--- src/rtl/core/jsu_pkg.sv ---
// Types, constants and helpers shared by the JSON string unescape core.
`default_nettype none

package jsu_pkg;

  localparam int unsigned MaxRes = 3;
  localparam int unsigned QDepth = 4;
  localparam int unsigned QPtrW  = $clog2(QDepth);
  localparam int unsigned QCntW  = $clog2(QDepth + 1);

  localparam logic [15:0] HiFirst = 16'hD800;
  localparam logic [15:0] HiLast  = 16'hDBFF;
  localparam logic [15:0] LoFirst = 16'hDC00;
  localparam logic [15:0] LoLast  = 16'hDFFF;
  localparam logic [7:0]  CtrlTop = 8'h20;

  typedef enum logic [1:0] {
    KindRaw  = 2'd0,
    KindUnit = 2'd1,
    KindEnd  = 2'd2
  } kind_e;

  typedef enum logic [3:0] {
    StOk         = 4'd0,
    StTruncEsc   = 4'd1,
    StTruncUni   = 4'd2,
    StBadHex     = 4'd3,
    StBadEsc     = 4'd4,
    StHiUnpaired = 4'd5,
    StBadPair    = 4'd6,
    StLoUnpaired = 4'd7,
    StCtrl       = 4'd8
  } status_e;

  typedef struct packed {
    logic [7:0] byte_req;
    logic       last;
  } in_item_t;

  typedef struct packed {
    logic [1:0]  kind;
    logic [15:0] unit_value;
    logic [3:0]  status;
    logic        done_res;
  } out_item_t;

  // bit 4 set when the byte is a hex digit, bits 3:0 its value
  function automatic logic [4:0] hex_decode(logic [7:0] b);
    logic [4:0] r;
    r = 5'd0;
    if (b >= 8'h30 && b <= 8'h39) begin
      r = {1'b1, 4'(b - 8'h30)};
    end else if (b >= 8'h61 && b <= 8'h66) begin
      r = {1'b1, 4'(b - 8'h57)};
    end else if (b >= 8'h41 && b <= 8'h46) begin
      r = {1'b1, 4'(b - 8'h37)};
    end
    return r;
  endfunction

endpackage

`default_nettype wire

--- src/rtl/core/json_string_unescape_core.sv ---
// JSON string body unescape core: byte-wise decoder with a small result queue.
//
//   channel  | signals                         | transaction
//   ---------+---------------------------------+---------------------------------
//   input    | in_valid_i  in_stall_o in_data_i  | one string byte and last flag
//   output   | out_valid_o out_stall_i out_data_o| raw byte, code unit or end item
//
// One input byte per cycle unless in_stall_o is high; the decoder is a single
// register stage and its 0 to 3 results go into a 4-entry queue drained one per
// cycle while out_stall_i is low. Input stalls while the queue holds more than
// one entry (room for 3 needed). A result appears at the earliest in the cycle
// after its byte is accepted. Reset clears decoder state and empties the queue.
`default_nettype none

module json_string_unescape_core
  import jsu_pkg::*;
(
  input  wire logic      clk_i,
  input  wire logic      rst_ni,
  input  wire logic      in_valid_i,
  output logic           in_stall_o,
  input  wire in_item_t  in_data_i,
  output logic           out_valid_o,
  input  wire logic      out_stall_i,
  output out_item_t      out_data_o
);

  typedef enum logic [2:0] {
    ModePlain,
    ModeEsc,
    ModeHex,
    ModePairBs,
    ModePairU,
    ModeLow,
    ModeError
  } mode_e;

  mode_e       mode_q, mode_d;
  logic [1:0]  dig_q, dig_d;
  logic [15:0] acc_q, acc_d;
  logic [15:0] hi_q, hi_d;
  logic        bad_q, bad_d;
  logic [3:0]  err_q, err_d;

  out_item_t   mem_q [QDepth];
  logic [QPtrW-1:0] wr_ptr_q, rd_ptr_q;
  logic [QCntW-1:0] cnt_q, cnt_d;

  out_item_t   res [MaxRes];
  logic [1:0]  n_res;
  logic [4:0]  hexv;
  logic [15:0] acc_dig;
  logic        bad_dig;
  logic [7:0]  b;
  logic        last;
  logic        accept, pop;

  assign b       = in_data_i.byte_req;
  assign last    = in_data_i.last;
  assign hexv    = hex_decode(b);
  assign acc_dig = hexv[4] ? {acc_q[11:0], hexv[3:0]} : acc_q;
  assign bad_dig = bad_q | ~hexv[4];

  always_comb begin
    mode_d = mode_q;
    dig_d  = dig_q;
    acc_d  = acc_q;
    hi_d   = hi_q;
    bad_d  = bad_q;
    err_d  = err_q;
    n_res  = 2'd0;
    for (int i = 0; i < MaxRes; i++) begin
      res[i] = '0;
    end

    case (mode_q)
      ModeError: begin
      end
      ModeEsc: begin
        case (b)
          8'h6E, 8'h72, 8'h74, 8'h62, 8'h66, 8'h22, 8'h5C, 8'h2F: begin
            res[0].kind = KindUnit;
            case (b)
              8'h6E:   res[0].unit_value = 16'h000A;
              8'h72:   res[0].unit_value = 16'h000D;
              8'h74:   res[0].unit_value = 16'h0009;
              8'h62:   res[0].unit_value = 16'h0008;
              8'h66:   res[0].unit_value = 16'h000C;
              default: res[0].unit_value = {8'h00, b};
            endcase
            n_res  = 2'd1;
            mode_d = ModePlain;
          end
          8'h75: begin
            acc_d  = '0;
            bad_d  = 1'b0;
            dig_d  = 2'd0;
            mode_d = ModeHex;
            if (last) begin
              err_d  = StTruncUni;
              mode_d = ModeError;
            end
          end
          default: begin
            err_d  = StBadEsc;
            mode_d = ModeError;
          end
        endcase
      end
      ModeHex: begin
        acc_d = acc_dig;
        bad_d = bad_dig;
        if (dig_q == 2'd3) begin
          if (bad_dig) begin
            err_d  = StBadHex;
            mode_d = ModeError;
          end else if (acc_dig inside {[HiFirst:HiLast]}) begin
            hi_d   = acc_dig;
            mode_d = ModePairBs;
            if (last) begin
              err_d  = StHiUnpaired;
              mode_d = ModeError;
            end
          end else if (acc_dig inside {[LoFirst:LoLast]}) begin
            err_d  = StLoUnpaired;
            mode_d = ModeError;
          end else begin
            res[0].kind       = KindUnit;
            res[0].unit_value = acc_dig;
            n_res             = 2'd1;
            mode_d            = ModePlain;
          end
        end else begin
          dig_d = dig_q + 2'd1;
          if (last) begin
            err_d  = StTruncUni;
            mode_d = ModeError;
          end
        end
      end
      ModePairBs: begin
        if (b != 8'h5C || last) begin
          err_d  = StHiUnpaired;
          mode_d = ModeError;
        end else begin
          mode_d = ModePairU;
        end
      end
      ModePairU: begin
        if (b != 8'h75 || last) begin
          err_d  = StHiUnpaired;
          mode_d = ModeError;
        end else begin
          acc_d  = '0;
          bad_d  = 1'b0;
          dig_d  = 2'd0;
          mode_d = ModeLow;
        end
      end
      ModeLow: begin
        acc_d = acc_dig;
        bad_d = bad_dig;
        if (dig_q == 2'd3) begin
          if (bad_dig) begin
            err_d  = StBadHex;
            mode_d = ModeError;
          end else if (!(acc_dig inside {[LoFirst:LoLast]})) begin
            err_d  = StBadPair;
            mode_d = ModeError;
          end else begin
            res[0].kind       = KindUnit;
            res[0].unit_value = hi_q;
            res[1].kind       = KindUnit;
            res[1].unit_value = acc_dig;
            n_res             = 2'd2;
            mode_d            = ModePlain;
          end
        end else begin
          dig_d = dig_q + 2'd1;
          if (last) begin
            err_d  = StHiUnpaired;
            mode_d = ModeError;
          end
        end
      end
      default: begin
        if (b == 8'h5C) begin
          if (last) begin
            err_d  = StTruncEsc;
            mode_d = ModeError;
          end else begin
            mode_d = ModeEsc;
          end
        end else if (b < CtrlTop) begin
          err_d  = StCtrl;
          mode_d = ModeError;
        end else begin
          res[0].kind       = KindRaw;
          res[0].unit_value = {8'h00, b};
          n_res             = 2'd1;
          mode_d            = ModePlain;
        end
      end
    endcase

    if (last) begin
      res[n_res].kind       = KindEnd;
      res[n_res].unit_value = '0;
      res[n_res].status     = err_d;
      res[n_res].done_res   = 1'b1;
      n_res  = n_res + 2'd1;
      mode_d = ModePlain;
      dig_d  = '0;
      acc_d  = '0;
      hi_d   = '0;
      bad_d  = 1'b0;
      err_d  = StOk;
    end
  end

  assign in_stall_o  = cnt_q > QCntW'(QDepth - MaxRes);
  assign accept      = in_valid_i & ~in_stall_o;
  assign out_valid_o = cnt_q != '0;
  assign out_data_o  = mem_q[rd_ptr_q];
  assign pop         = out_valid_o & ~out_stall_i;
  assign cnt_d       = cnt_q + (accept ? QCntW'(n_res) : '0) - QCntW'(pop);

  always_ff @(posedge clk_i or negedge rst_ni) begin
    if (!rst_ni) begin
      mode_q   <= ModePlain;
      dig_q    <= '0;
      acc_q    <= '0;
      hi_q     <= '0;
      bad_q    <= 1'b0;
      err_q    <= StOk;
      wr_ptr_q <= '0;
      rd_ptr_q <= '0;
      cnt_q    <= '0;
    end else begin
      if (accept) begin
        mode_q   <= mode_d;
        dig_q    <= dig_d;
        acc_q    <= acc_d;
        hi_q     <= hi_d;
        bad_q    <= bad_d;
        err_q    <= err_d;
        wr_ptr_q <= wr_ptr_q + QPtrW'(n_res);
      end
      if (pop) begin
        rd_ptr_q <= rd_ptr_q + QPtrW'(1);
      end
      cnt_q <= cnt_d;
    end
  end

  // queue storage, pointers wrap since the depth is a power of two
  always_ff @(posedge clk_i) begin
    if (accept) begin
      for (int i = 0; i < MaxRes; i++) begin
        if (2'(i) < n_res) begin
          mem_q[wr_ptr_q + QPtrW'(i)] <= res[i];
        end
      end
    end
  end

endmodule

`default_nettype wire

--- config.mk ---
export PLATFORM = sky130hd
export DESIGN_NAME = json_string_unescape_core
export DESIGN_NICKNAME = d
export VERILOG_FILES = /design/src/rtl/core/jsu_pkg.sv /design/src/rtl/core/json_string_unescape_core.sv
export SDC_FILE = /design/constraint.sdc
export NUM_CORES = 1
export LEC_CHECK = 0
export BUFFER_PORTS_ARGS = -buffer_cell sky130_fd_sc_hd__buf_2
export CORE_MARGIN = 2
export CORE_UTILIZATION = 45
export CTS_BUF_LIST = sky130_fd_sc_hd__clkbuf_16
export DETAILED_ROUTE_END_ITERATION = 10
export SETUP_SLACK_MARGIN = 0.05
export SKIP_LAST_GASP = 1
export SLEW_MARGIN = 30
export SYNTH_ARGS = -nofsm -noshare
export SYNTH_HDL_FRONTEND = slang
export SYNTH_SLANG_ARGS = --single-unit
export TNS_END_PERCENT = 10
--- constraint.sdc ---
create_clock -name clk_i -period 4.9 [get_ports clk_i]
set_input_delay 0.245 -clock clk_i [delete_from_list [all_inputs] [get_ports clk_i]]
set_output_delay 0.245 -clock clk_i [all_outputs]
set_load 0.01 [all_outputs]
==> results of run 1 <==
-- state kept, by name (all words and copies together), names as in the netlist, 2 cells and up --
| signal | cells |
|---|---|
| mem_q | 88 |
| acc_q | 16 |
| hi_q | 16 |
| err_q | 4 |
| cnt_q | 3 |
| mode_q | 3 |
| dig_q | 2 |
| rd_ptr_q | 2 |
| wr_ptr_q | 2 |
-- cells by family (layout without fill, tap and decap cells) --
group           count (synthesis)  in the layout  share of synthesized area
simple gates                  286            286                      0.171
compound gates                259            259                      0.208
flops                         137            137                      0.472
buf+inv                        66            116                     0.0368
mux                            41             41                     0.0839
fa+ha+maj                      13             13                     0.0208
xor+xnor                        7              7                    0.00748
-- layout make-up --
| type | instances | area (µm²) | share of cell area |
|---|---|---|---|
| tap | 229 | 287 | 0.0310 |
| timing repair buffer | 66 | 405 | 0.0439 |
| inverter | 18 | 70.1 | 0.00758 |
| clock inverter | 15 | 123 | 0.0133 |
| clock buffer | 17 | 425 | 0.0460 |
| sequential | 137 | 3870 | 0.419 |
| multi-input combinational | 606 | 4060 | 0.440 |
-- power groups by stage --
stage	logic, W	registers (W)	clock network (W)
after floorplan	0.00138	0.00156	0
after global placement	0.00189	0.00165	0
after detailed placement	0.00190	0.00165	0
after CTS	0.00191	0.00163	0.00122
after global routing	0.00211	0.00165	0.00127
final	0.00191	0.00163	0.00121
-- worst paths after layout --
kind,from,end,slack [ns],cells after the start
min in group asynchronous,rst_ni,mode_q[2],0.46,3
worst max register to register,mode_q[0],mem_q[0][11],0.43,14
worst max-delay path,mode_q[0],mem_q[0][11],0.43,14
worst min-delay path,out_stall_i,rd_ptr_q[1],0.13,4
max in group asynchronous,rst_ni,rd_ptr_q[1],3.92,3
worst min register to register,hi_q[14],hi_q[14],0.49,2
-- through the flow --
step	area [µm²]	hold slack [ns]	power (W)	utilization	instances
after floorplan	8200	-0.0506	0.00294	-	809
after global placement	8680	0.392	0.00354	0.485	1055
after detailed placement	8690	0.402	0.00356	0.485	1055
after CTS	9240	0.121	0.00477	0.516	1088
after global routing	9240	0.150	0.00502	0.516	1088
final	9240	0.133	0.00475	0.516	1088
-- worst min-delay path, delay by kind of cell --
kind | cells | cell delay (ns)
buffers and inverters | 1 | 0.07
XOR/XNOR | 1 | 0.06
AND/OR/NAND/NOR | 2 | 0.14
-- cells in the final DEF, fill, tap and decap left out, types with 6 or more instances in the layout --
| cell | instances |
|---|---|
| o22ai_1 | 9 |
| nand2_1 | 141 |
| nor2_1 | 44 |
| buf_2 | 37 |
| mux2i_1 | 17 |
| and2_1 | 7 |
| nand2b_1 | 6 |
| edfxtp_1 | 88 |
| nand3_1 | 19 |
| a2bb2oi_1 | 8 |
| o2111a_1 | 16 |
| inv_1 | 18 |
| clkbuf_16 | 17 |
| a21oi_1 | 55 |
| o21ai_2 | 6 |
| dfrtp_1 | 48 |
| o21ai_0 | 100 |
| buf_4 | 28 |
| ha_1 | 12 |
| a22oi_1 | 6 |
| o31ai_1 | 6 |
| nor3_1 | 20 |
| nor2b_1 | 11 |
| mux4_2 | 22 |
-- what timing repair did --
item	CTS	global route
endpoints found under the hold margin	49	0
hold buffers	1	0
buffers inserted	0	0
-- layer usage --
layer,part of all wire,wire length [µm],GRT usage
met3,0.068,1620,0.0456
met4,0.024,580,0.0776
met1,0.44,10500,0.363
met5,0,0,0
met2,0.47,11200,0.394
==> run_results.csv, run 1 <==
group,metric,value,unit
setup_path,worstSetupPathType,"reg2reg",
power,peakVddDrop,0.000264,V
synthesis,ys_seq_elements,137,
layout,diodes,0,
detailed_routing,antenna_left,0,
synthesis,synth.top_cell.area_share,0.322,
grt,grt_max_degree,52,
setup_path,critPathBufInv,2,
grt,grt_pass1_vias,6494,
setup_path,arrival,4.58,ns
floorplan,fp.dieH,139,µm
floorplan,rows,49,
setup_path,crit_family,"simple AND/OR/NAND/NOR gates",
power,intPower,0.00292,W
place,io_buffers,37,
timing,finalSetupTns,0,ns
layout,layout-drive-gt1-share,0.180,
synthesis,syn_inst,809,
power,power_frac_seq,0.343,
timing,max-slew-margin-rel,0.383,
layout,fill_cells,1620,
clock_tree,insertion_delay,0.43,ns
timing,final-setup-viol-count,0,
detailed_routing,drt-total-wl,23900,µm
synthesis,synth_top_cell_by_area,"edfxtp_1",
timing,skew,0.0112,ns
detailed_routing,post_drt_wl_per_cell,22.0,µm
synthesis,ys_warn_count,0,
detailed_routing,drc,0,
clock_tree,cts.reportedPaths.clkPinSlew,0.06,ns
timing,fin_ws,0.434,ns
setup_path,path_max_fanout,14,
setup_path,start_kind,"register",
grt,grt_overflow,0,
timing,hold_violations,0,
outcome,status,"finished clean",
clock_tree,cts.repair.resized,0,
timing,maxSlewViolCount,0,
power,sw_frac_of_total,0.386,
floorplan,fp.dieW,139,µm
setup_path,crit_slowest_cell,"nor3_1",
power,power_switching,0.00183,W
setup_path,crit_chain,"and2_1 > a21oi_1 > or3_1 > nand2_1 > nor2_2 > inv_1 > ha_1 > nand2b_1 > nor2_1 > nand2_1 > nor3_1 > nor2_2 > o31ai_4 > buf_4",
floorplan,dieArea,0.0193,mm²
synthesis,synth_edf_count,88,
clock_tree,cts_tree,"built",
clock_tree,cts_sinks,137,
worst_hold_path,hold_class,"in2reg",
timing,worstMarginPinSlew,0.925,ns
detailed_routing,detail_route.iter0.violations,944,
power,p_leak,3.44,nW
layout,nets,872,
synthesis,seq_area_frac_synth,0.472,
place,routabilityCongestion,0.978,
floorplan,io_pins,38,
detailed_routing,routed_via_density,6.24,
synthesis,synth.most_common_cell,"nand2_1",
timing,fmax,224,MHz
power,p_per_area,514,mW/mm²
grt,antenna_found_initial,0,
detailed_routing,vias,6791,
power,combPwrFrac,0.403,
timing,rsz0062_at_grt,"no",
floorplan,coreArea,0.0179,mm²
synthesis,synthTopCellsByArea,"edfxtp_1 (32%), dfrtp_1 (15%), nand2_1 (6.5%)",
synthesis,syn_nets,835,
floorplan,initial_core_util,0.458,
place,place_ws,0.346,ns
clock_tree,clockBufferDepth,2,
detailed_routing,first_pass_iters,6,
setup_path,critPathMaxStageDelay,0.48,ns
synthesis,synthFlopType,"edfxtp_1",
synthesis,synthesis.area,0.00820,mm²
setup_path,cp-end-kind,"register",
layout,syn_to_final_growth,12.8,%
run,drv_cap,0,
power,p_clk_frac,0.254,
clock_tree,htree_levels,4,
clock_tree,numCtsBuffers,17,
place,place_hpwl,17600,µm
timing,fin_crit_sh,0.911,
synthesis,post_synth.cell_area_avg,10.1,µm²
grt,grt_pass1_wl,37700,µm
setup_path,cp.required,5.01,ns
grt,track_usage,0.253,
synthesis,synth_cell_types,83,
synthesis,synth_common_cells,"nand2_1 (141), o21ai_0 (103), edfxtp_1 (88), a21oi_1 (55), dfrtp_1 (49)",
timing,min_period,4.47,ns
clock_tree,cts-root-buf,"clkbuf_16",
synthesis,synth_async_sr_flop_share,0.358,
Power figures use the tool's default switching activity.
==> run 2, diff against run 1 <==
--- a/config.mk
+++ b/config.mk
@@ -6,8 +6,9 @@
 export NUM_CORES = 1
 export LEC_CHECK = 0
 export BUFFER_PORTS_ARGS = -buffer_cell sky130_fd_sc_hd__buf_2
+export CORE_ASPECT_RATIO = 0.9
 export CORE_MARGIN = 2
-export CORE_UTILIZATION = 45
+export CORE_UTILIZATION = 35
 export CTS_BUF_LIST = sky130_fd_sc_hd__clkbuf_16
 export DETAILED_ROUTE_END_ITERATION = 10
 export SETUP_SLACK_MARGIN = 0.05
==> run_results.csv, run 2 (synthesis results as in run 1) <==
group,metric,value,unit
clock_tree,post-cts-setup-buffer-count,0,
timing,max-slew-margin-rel,0.419,
clock_tree,holdBufCountCts,1,
setup_path,cp_common_cell,"a21oi_1",
floorplan,dieArea,0.0247,mm²
grt,grt_pass1_wl,38000,µm
timing,final-setup-viol-count,0,
layout,final_common_cell,"nand2_1",
detailed_routing,antenna_left,0,
timing,worstMarginPinSlew,0.848,ns
timing,finalSetupTns,0,ns
clock_tree,clockBufferDepth,2,
clock_tree,cts-root-buf,"clkbuf_16",
timing,skew,0.0280,ns
power,p_total,0.00476,W
grt,track_usage,0.205,
detailed_routing,post_drt_wl_per_cell,20.8,µm
floorplan,fp.dieW,165,µm
clock_tree,insertion_delay,0.44,ns
place,io_buffers,37,
timing,hold_violations,0,
detailed_routing,routed_via_density,5.92,
clock_tree,cts.reportedPaths.clkPinSlew,0.06,ns
power,p_leak,3.43,nW
setup_path,worstSetupPathType,"reg2reg",
floorplan,initial_core_util,0.353,
layout,regMostFlops,"mem_q",
run,drv_cap,0,
layout,top_regs,"mem_q: 88 flops, acc_q: 16 flops, hi_q: 16 flops",
place,place_hpwl,17000,µm
floorplan,io_pins,38,
setup_path,path_max_fanout,23,
setup_path,cp-end-kind,"register",
clock_tree,cts.repair.resized,0,
outcome,status,"finished clean",
clock_tree,cts_sinks,137,
setup_path,critPathMaxStageDelay,0.66,ns
layout,largest_reg_flops,88,
layout,layout-drive-gt1-share,0.176,
layout,diodes,0,
detailed_routing,drc,0,
detailed_routing,vias,6862,
layout,fill_cells,2255,
layout,nets,870,
setup_path,arrival,4.43,ns
power,p_per_area,511,mW/mm²
setup_path,start_kind,"register",
floorplan,coreArea,0.0232,mm²
timing,fin_crit_sh,0.879,
clock_tree,cts_tree,"built",
clock_tree,numCtsBuffers,17,
timing,fmax,232,MHz
timing,maxSlewViolCount,0,
grt,antenna_found_initial,0,
setup_path,cp.required,5.03,ns
setup_path,crit_slowest_cell,"o31ai_4",
detailed_routing,drt-total-wl,24100,µm
floorplan,fp.dieH,149,µm
timing,min_period,4.31,ns
layout,finalCoreUtilization,0.402,
grt,grt_max_degree,52,
floorplan,rows,53,
detailed_routing,first_pass_iters,6,
grt,grt_pass1_vias,6456,
layout,syn_to_final_growth,13.8,%
clock_tree,htree_levels,4,
worst_hold_path,hold_class,"in2reg",
timing,rsz0062_at_grt,"no",
place,routabilityCongestion,0.918,
layout,layout_common_cells,"nand2_1 (141), o21ai_0 (100), edfxtp_1 (88)",
power,peakVddDrop,0.000352,V
grt,grt_overflow,0,
setup_path,crit_chain,"and2_1 > a21oi_1 > or3_1 > nand2_1 > nor2_2 > inv_1 > ha_1 > nand2b_1 > nor2_1 > a21o_4 > a21oi_1 > o31ai_4 > buf_4",
detailed_routing,detail_route.iter0.violations,786,
==> run 2: where the power goes <==
group          leakage (nW)  internal [W]  switching, W
combinational          1.66      0.000731       0.00115
clock                 0.287      0.000719      0.000497
sequential             1.49       0.00148      0.000185
==> run 2: path summary, 6_finish.rpt <==
kind                              from      endpoint  slack, ns  cells past startpoint
setup / recovery             mode_q[1]  mem_q[0][11]       0.59                     13
setup reg to reg             mode_q[1]  mem_q[0][11]       0.59                     13
min in group asynchronous       rst_ni      acc_q[7]       0.45                      3
hold / removal             out_stall_i   rd_ptr_q[0]       0.16                      3
max in group asynchronous       rst_ni   rd_ptr_q[1]       3.96                      3
hold reg to reg               hi_q[15]      hi_q[15]       0.48                      2
==> run 2: layout make-up <==
class	count	area (µm²)	share of cell area
multi-input combinational	606	4060	0.436
clock inverter	14	101	0.0109
tap	302	378	0.0405
sequential	137	3870	0.415
clock buffer	18	450	0.0483
inverter	18	70.1	0.00751
timing repair buffer	64	393	0.0421
==> run 2: stage by stage <==
step                worst slack (ns)  cells  hold WS, ns  instance area [µm²]
finish                         0.592   1159        0.165                 9330
global route                   0.251   1159        0.174                 9330
CTS                            0.556   1159        0.156                 9320
detailed placement             0.364   1126        0.413                 8760
global placement               0.487   1126        0.413                 8760
floorplan                      0.132    809      -0.0506                 8200
==> run 2: critical path, delay by kind of cell (launching register included) <==
family	cells	cell delay (ns)
simple gates	6	1.48
fa+ha+maj	1	0.27
buf+inv	2	0.42
flops	1	0.60
compound gates	4	1.24
==> run 2: routing by layer <==
| layer | global-route usage | part of all wire | vias to the layer above |
|---|---|---|---|
| met5 | 0 | 0 | - |
| met4 | 0.0741 | 0.026 | 0 |
| met3 | 0.0411 | 0.074 | 43 |
| met2 | 0.303 | 0.45 | 365 |
| met1 | 0.298 | 0.45 | 3345 |
| li1 | - | - | 3109 |
